`config.mk`:
```
export PLATFORM = sky130hd
export DESIGN_NAME = session_lru_table
export DESIGN_NICKNAME = d
export VERILOG_FILES = /design/src/rtl/core/slt_pkg.sv /design/src/rtl/core/session_lru_table.sv /design/src/rtl/core/slt_entry_ram.sv
export VERILOG_INCLUDE_DIRS = /design/src /design/src/rtl/core
export SDC_FILE = /design/constraint.sdc
export NUM_CORES = 1
export LEC_CHECK = 0
export ABC_AREA = 0
export CAP_MARGIN = 10
export CORE_ASPECT_RATIO = 1.1
export CORE_MARGIN = 2
export CORE_UTILIZATION = 30
export CTS_BUF_LIST = sky130_fd_sc_hd__clkbuf_16
export CTS_CLUSTER_DIAMETER = 150
export CTS_CLUSTER_SIZE = 28
export DETAILED_ROUTE_END_ITERATION = 10
export DONT_BUFFER_PORTS = 1
export PLACE_DENSITY = 0.43
export SLEW_MARGIN = 25
export SYNTH_ARGS = -nofsm -noshare
export SYNTH_HDL_FRONTEND = slang
export SYNTH_SLANG_ARGS = --single-unit
```
`constraint.sdc`:
```
create_clock -name clk -period 12.1 [get_ports clk]
set_clock_uncertainty 0.2 [all_clocks]
set_input_delay 0.605 -clock clk [delete_from_list [all_inputs] [get_ports clk]]
set_output_delay 0.605 -clock clk [all_outputs]
set_load 0.05 [all_outputs]
```
`src/rtl/core/session_lru_table_macros.svh`:
```
// Assertion macros for the session table.
`ifndef SESSION_LRU_TABLE_MACROS_SVH
`define SESSION_LRU_TABLE_MACROS_SVH

`ifndef SYNTH

// Same-cycle implication.
`define SLT_ASSERT_NOW(label, ante, cons) \
  label: assert property (@(posedge clk) disable iff (rst) (ante) |-> (cons)) \
    else $error("session_lru_table: same-cycle check failed");

// Next-cycle implication.
`define SLT_ASSERT_NEXT(label, ante, cons) \
  label: assert property (@(posedge clk) disable iff (rst) (ante) |=> (cons)) \
    else $error("session_lru_table: next-cycle check failed");

`else

`define SLT_ASSERT_NOW(label, ante, cons)
`define SLT_ASSERT_NEXT(label, ante, cons)

`endif

`endif

```
`src/rtl/core/slt_pkg.sv`:
```
package slt_pkg;

  localparam int TABLE_ENTRIES = 8;
  localparam int CONTEXT_LIMIT = 32768;

  localparam int IDX_W   = (TABLE_ENTRIES > 1) ? $clog2(TABLE_ENTRIES) : 1;
  localparam int CNT_W   = $clog2(TABLE_ENTRIES + 1);
  localparam int KEY_W   = 32;
  localparam int POS_W   = 16;
  localparam int STAMP_W = 64;

  typedef logic [IDX_W-1:0]   slt_idx_t;
  typedef logic [KEY_W-1:0]   slt_key_t;
  typedef logic [POS_W-1:0]   slt_pos_t;
  typedef logic [STAMP_W-1:0] slt_stamp_t;

  typedef struct packed {
    slt_key_t   key;
    slt_pos_t   position;
    slt_stamp_t stamp;
  } slt_entry_t;

  typedef struct packed {
    logic       re;
    slt_idx_t   raddr;
    logic       we;
    slt_idx_t   waddr;
    slt_entry_t wdata;
  } slt_ram_cmd_t;

  typedef enum logic {
    ACT_LOOKUP = 1'b0,
    ACT_STORE  = 1'b1
  } slt_action_t;

endpackage

```
`src/rtl/core/session_lru_table.sv`:
```
// Channel  Handshake              Payload
// -------  ---------------------  ----------------------------------------------
// in       in_valid / in_stall    action, client_id, token_position, restore_ok
// out      out_valid / out_stall  hit, start_position, evicted, evicted_id
//
// A request with a nonzero id scans the whole table: the entry RAM has one
// read port, so the scan for match, free slot and oldest stamp reads one
// entry per cycle; the finish state then writes back and loads the result.
// A request with id zero skips the scan and goes straight to the finish state.
// Synchronous reset clears the valid bits and the use counter; no sweep runs.
// A stalled result holds in the output register; a new request is taken
// meanwhile, and its write-back waits until the output register is free.
module session_lru_table
  import slt_pkg::*;
(
  input  logic        clk,
  input  logic        rst,
  input  logic        in_valid,
  output logic        in_stall,
  input  logic        action,
  input  logic [31:0] client_id,
  input  logic [15:0] token_position,
  input  logic        restore_ok,
  output logic        out_valid,
  input  logic        out_stall,
  output logic        hit,
  output logic [15:0] start_position,
  output logic        evicted,
  output logic [31:0] evicted_id
);

  `include "session_lru_table_macros.svh"

  typedef enum logic [1:0] {
    S_IDLE,
    S_SCAN,
    S_FINISH
  } state_t;

  state_t state;

  logic [TABLE_ENTRIES-1:0] valid_bits;
  slt_stamp_t               use_counter;

  // latched request
  slt_action_t req_action;
  slt_key_t    req_id;
  slt_pos_t    req_pos;
  logic        req_rok;

  // scan bookkeeping
  logic [CNT_W-1:0] iss;
  logic             chk_vld;
  slt_idx_t         chk_idx;
  logic             found;
  slt_idx_t         found_idx;
  slt_pos_t         found_pos;
  logic             free_found;
  slt_idx_t         free_idx;
  logic             old_any;
  slt_idx_t         old_idx;
  slt_key_t         old_key;
  slt_stamp_t       old_stamp;

  slt_ram_cmd_t ram_cmd;
  slt_entry_t   rdata;

  logic       in_take;
  logic       out_free;
  logic       fin_go;
  logic       req_live;
  logic       do_store;
  logic       do_refresh;
  logic       do_evict;
  slt_pos_t   pos_sat;
  slt_idx_t   store_idx;
  slt_stamp_t stamp_next;

  slt_entry_ram u_ram (
    .clk   (clk),
    .cmd   (ram_cmd),
    .rdata (rdata)
  );

  assign in_stall   = (state != S_IDLE);
  assign in_take    = in_valid && !in_stall;
  assign out_free   = !out_valid || !out_stall;
  assign fin_go     = (state == S_FINISH) && out_free;
  assign pos_sat    = (req_pos > POS_W'(CONTEXT_LIMIT)) ? POS_W'(CONTEXT_LIMIT) : req_pos;
  assign stamp_next = use_counter + STAMP_W'(1);

  assign req_live   = (req_id != '0);
  assign do_store   = req_live && (req_action == ACT_STORE);
  assign do_refresh = req_live && (req_action == ACT_LOOKUP) && found && req_rok;
  assign do_evict   = do_store && !found && !free_found;

  always_comb begin
    priority if (found) begin
      store_idx = found_idx;
    end else if (free_found) begin
      store_idx = free_idx;
    end else begin
      store_idx = old_idx;
    end
  end

  always_comb begin
    ram_cmd       = '0;
    ram_cmd.re    = (state == S_SCAN) && (iss < CNT_W'(TABLE_ENTRIES));
    ram_cmd.raddr = iss[IDX_W-1:0];
    if (fin_go && do_store) begin
      ram_cmd.we             = 1'b1;
      ram_cmd.waddr          = store_idx;
      ram_cmd.wdata.key      = req_id;
      ram_cmd.wdata.position = pos_sat;
      ram_cmd.wdata.stamp    = stamp_next;
    end else if (fin_go && do_refresh) begin
      ram_cmd.we             = 1'b1;
      ram_cmd.waddr          = found_idx;
      ram_cmd.wdata.key      = req_id;
      ram_cmd.wdata.position = found_pos;
      ram_cmd.wdata.stamp    = stamp_next;
    end
  end

  always_ff @(posedge clk) begin
    if (rst) begin
      state       <= S_IDLE;
      valid_bits  <= '0;
      use_counter <= '0;
      out_valid   <= 1'b0;
      chk_vld     <= 1'b0;
      iss         <= '0;
    end else begin
      if (out_valid && !out_stall && !fin_go) begin
        out_valid <= 1'b0;
      end
      unique case (state)
        S_IDLE: begin
          if (in_take) begin
            req_action <= slt_action_t'(action);
            req_id     <= client_id;
            req_pos    <= token_position;
            req_rok    <= restore_ok;
            iss        <= '0;
            chk_vld    <= 1'b0;
            found      <= 1'b0;
            free_found <= 1'b0;
            old_any    <= 1'b0;
            state      <= (client_id == '0) ? S_FINISH : S_SCAN;
          end
        end
        S_SCAN: begin
          chk_vld <= ram_cmd.re;
          chk_idx <= ram_cmd.raddr;
          if (ram_cmd.re) begin
            iss <= iss + CNT_W'(1);
          end
          if (chk_vld) begin
            if (valid_bits[chk_idx]) begin
              if (!found && (rdata.key == req_id)) begin
                found     <= 1'b1;
                found_idx <= chk_idx;
                found_pos <= rdata.position;
              end
              // strict compare keeps the lowest index on a tie
              if (!old_any || (rdata.stamp < old_stamp)) begin
                old_any   <= 1'b1;
                old_idx   <= chk_idx;
                old_key   <= rdata.key;
                old_stamp <= rdata.stamp;
              end
            end else if (!free_found) begin
              free_found <= 1'b1;
              free_idx   <= chk_idx;
            end
            if (chk_idx == IDX_W'(TABLE_ENTRIES - 1)) begin
              state <= S_FINISH;
            end
          end
        end
        S_FINISH: begin
          if (out_free) begin
            out_valid      <= 1'b1;
            hit            <= req_live && found;
            start_position <= do_refresh ? found_pos : '0;
            evicted        <= do_evict;
            evicted_id     <= do_evict ? old_key : '0;
            if (do_store) begin
              valid_bits[store_idx] <= 1'b1;
            end
            if (do_store || do_refresh) begin
              use_counter <= stamp_next;
            end
            state <= S_IDLE;
          end
        end
        default: state <= S_IDLE;
      endcase
    end
  end

  `SLT_ASSERT_NOW(a_evict_is_miss, out_valid && evicted, !hit && (start_position == '0))
  `SLT_ASSERT_NOW(a_evict_when_full, out_valid && evicted, &valid_bits)
  `SLT_ASSERT_NEXT(a_write_bumps_stamp, ram_cmd.we, (use_counter == $past(stamp_next)) && (state == S_IDLE))

endmodule

```
`src/rtl/core/slt_entry_ram.sv`:
```
module slt_entry_ram
  import slt_pkg::*;
(
  input  logic         clk,
  input  slt_ram_cmd_t cmd,
  output slt_entry_t   rdata
);

  slt_entry_t mem [TABLE_ENTRIES];

  // Reads and writes never fall in the same cycle, so no bypass is needed.
  always_ff @(posedge clk) begin
    if (cmd.we) begin
      mem[cmd.waddr] <= cmd.wdata;
    end
    if (cmd.re) begin
      rdata <= mem[cmd.raddr];
    end
  end

endmodule

```
==> out/metrics.cfg <==
[outcome]
status=finished clean

[synthesis]
avgSynthCellArea_um2=18.97
seq_area_frac_synth=0.7513
synth_nets=2833
ys_types=65
synth_edf_count=1235
ys_warn_count=0
synthFlopType=edfxtp_1
syn_inst=2714
syn-cell-area_um2=51500
synth_seq_cells=1315
async_reset_ff_frac=0

[critical_path]
start_kind=register
r2r-end=u_ram.mem[4][46]$_DFFE_PP_
r2r_slack_ps=6530
r2r_cells=9
r2r-start=req_id[18]$_DFFE_PP_
cp-end-kind=register
path_max_fanout=43
arrival_ps=5670
critPathLaunch=req_id[18]$_DFFE_PP_
crit_path_end=u_ram.mem[4][46]$_DFFE_PP_
path_class=reg -> reg
crit_required_ps=12210

[global_routing]
antenna_found_initial=7
grt_pass1_vias=25640
overflow=0
grt_max_degree=141
grt_pass1_wl_um=175200
global_route.usage.total=0.1350

[drt]
first_iter_violations=1722
vias_per_cell=4.755
drtAntennaViolNets=0
wirelength_um=119200
drc_errors=0
avgRoutedWirePerCell_um=23.56
drt-pass1-iter-count=5
vias=24060

[cells_and_area]
syn2layout_area_growth_pct=9.838
nFillCells=16210
drive_above_1_share=0.1730
final_common_cell=edfxtp_1
final_cell_mix=edfxtp_1 (1235), mux4_2 (226), nor2_1 (149), inv_1 (114), mux2_2 (112)
nets=2878
final_cells=5060

[sta]
final.min_clock_period_ps=5566
rsz0062_at_grt=false
finalSetupTns_ps=0
maxClockFrequency_mhz=179.7
slew_headroom=0.3176
drv_slew=0
worst_slew_pin_slew_ps=1024
final-hold-violation-count=0
fin_crit_sh=0.4600
setup_violations=0

[die]
die_area_um2=175000
die_width_um=399.0
die_height_um=438.5
fp.coreArea_um2=170700
rows=159
start_util=0.3017
ios=106

[placement]
dpl.cell_count=4905
gp_congestion=0.7763
io_buffer_count=0
dpl.hpwl_um=68270

[clock_tree]
clk_latency_ps=720
clock-sinks=1315
cts_tree=yes
clockBufferDepth=3
post_cts_buffers=0
numCtsBuffers=52
clock-root-buffer=clkbuf_16
clk_pin_slew_ps=120
cts.htree.levels=2

[power_and_ir_drop]
ir_worst_vdd_mv=0.09671
p_leak_nw=18.03
pwr_density_cell_nw_per_um2=129.9

[job]
maxCapViolCount=0

[worst_hold_path]
hold_path_class=in -> reg

sequential cells by signal (all words and copies together), names as in the netlist, 4 cells and up:
signal / count
found_pos: 16
start_position: 16
valid_bits: 8
old_key: 32
iss: 4
req_pos: 16
u_ram.mem: 896
req_id: 32
evicted_id: 32
old_stamp: 64
use_counter: 64
u_ram.rdata: 112
layout make-up:
cell class / count / area, um^2 / share of cell area
clock buffers: 53 / 1326 / 0.02345
inverters: 71 / 266.5 / 0.004712
multi-input cells: 1220 / 12210 / 0.2159
clock inverters: 45 / 207.7 / 0.003672
flip-flops and latches: 1315 / 38700 / 0.6842
well taps: 2254 / 2820 / 0.04986
diodes: 3 / 7.507 / 0.0001327
repair buffers: 99 / 1022 / 0.01807
where the power goes:
part | switching [mW] | internal [mW]
sequential | 0.0278 | 4.94
clock | 1.37 | 0.813
combinational | 0.112 | 0.0815
total | 1.51 | 5.83
through the flow:
step,setup slack (ps),hold WS (ps),instance area (um^2),power [mW],util
after floorplan,1586,200.3,51500,5.191,-
after global placement,6082,204.5,54350,5.245,0.3184
after detailed placement,6477,211.5,54430,5.248,0.3189
after CTS,6429,9.895,56520,7.463,0.3311
after global routing,6062,47.08,56560,7.608,0.3313
final,6534,77.54,56560,7.347,0.3314
synthesized netlist by cell type (all sizes together) (27+ instances only):
library cell	number	area, um^2
nand3	43	220.2
o21ai	40	200.2
mux2	112	1261
mux4	226	5090
ha	65	813.3
or3	34	212.7
clkbuf	70	275.3
xnor2	43	376.6
dfxtp	80	1602
xor2	86	753.2
inv	71	266.5
nand4	36	246.5
nor4	29	211.5
edfxtp	1235	37090
nor3	27	171.4
buf	38	190.2
and2	89	556.8
nand2	59	221.5
a21oi	72	360.4
nor2	158	593.1
critical path: stages, from the launching register on:
cell and delay (ps):
edfxtp_1 460, nor4_1 380, nand4_1 510, o21ai_0 820
nor2_1 260, a31oi_1 660, nand2_1 380, nor3_2 280
buf_4 370, buf_4 750
worst min path at each step:
stage / startpoint / endpoint / depth (start not counted)
finish: rst / iss[1]$_SDFFE_PP0P_ / 2
global placement: u_ram.rdata[70]$_DFFE_PP_ / found_pos[6]$_DFFE_PP_ / 0
global route: rst / valid_bits[5]$_SDFFE_PP0P_ / 2
detailed placement: u_ram.rdata[67]$_DFFE_PP_ / found_pos[3]$_DFFE_PP_ / 0
CTS: rst / iss[1]$_SDFFE_PP0P_ / 2
floorplan: u_ram.rdata[64]$_DFFE_PP_ / found_pos[0]$_DFFE_PP_ / 0
what timing repair did:
item | in CTS | in global routing
resized for setup | 0 | 0
hold buffers | 53 | 0
hold endpoints to repair | 134 | 0
routing by layer:
layer / up-vias / track usage / part of all wire / routed length (um)
met5: - / 0 / 0.00037 / 44
met1: 12880 / 0.1821 / 0.45 / 53540
met3: 101 / 0.01828 / 0.035 / 4130
li1: 10730 / - / - / -
met4: 6 / 0.02468 / 0.016 / 1907
met2: 342 / 0.2338 / 0.50 / 59580
logic make-up (layout without fill, tap and decap cells):
| kind of cell | after synthesis | after routing | share of synthesized area |
|---|---|---|---|
| other cells | 0 | 3 | 0 |
| flops | 1315 | 1315 | 0.7513 |
| fa+ha+maj | 65 | 65 | 0.01579 |
| xor+xnor | 129 | 129 | 0.02194 |
| mux | 342 | 342 | 0.1241 |
| simple gates | 520 | 520 | 0.05365 |
| compound gates | 164 | 164 | 0.01903 |
| buf+inv | 179 | 268 | 0.01421 |
(Power assumes the default switching activity.)
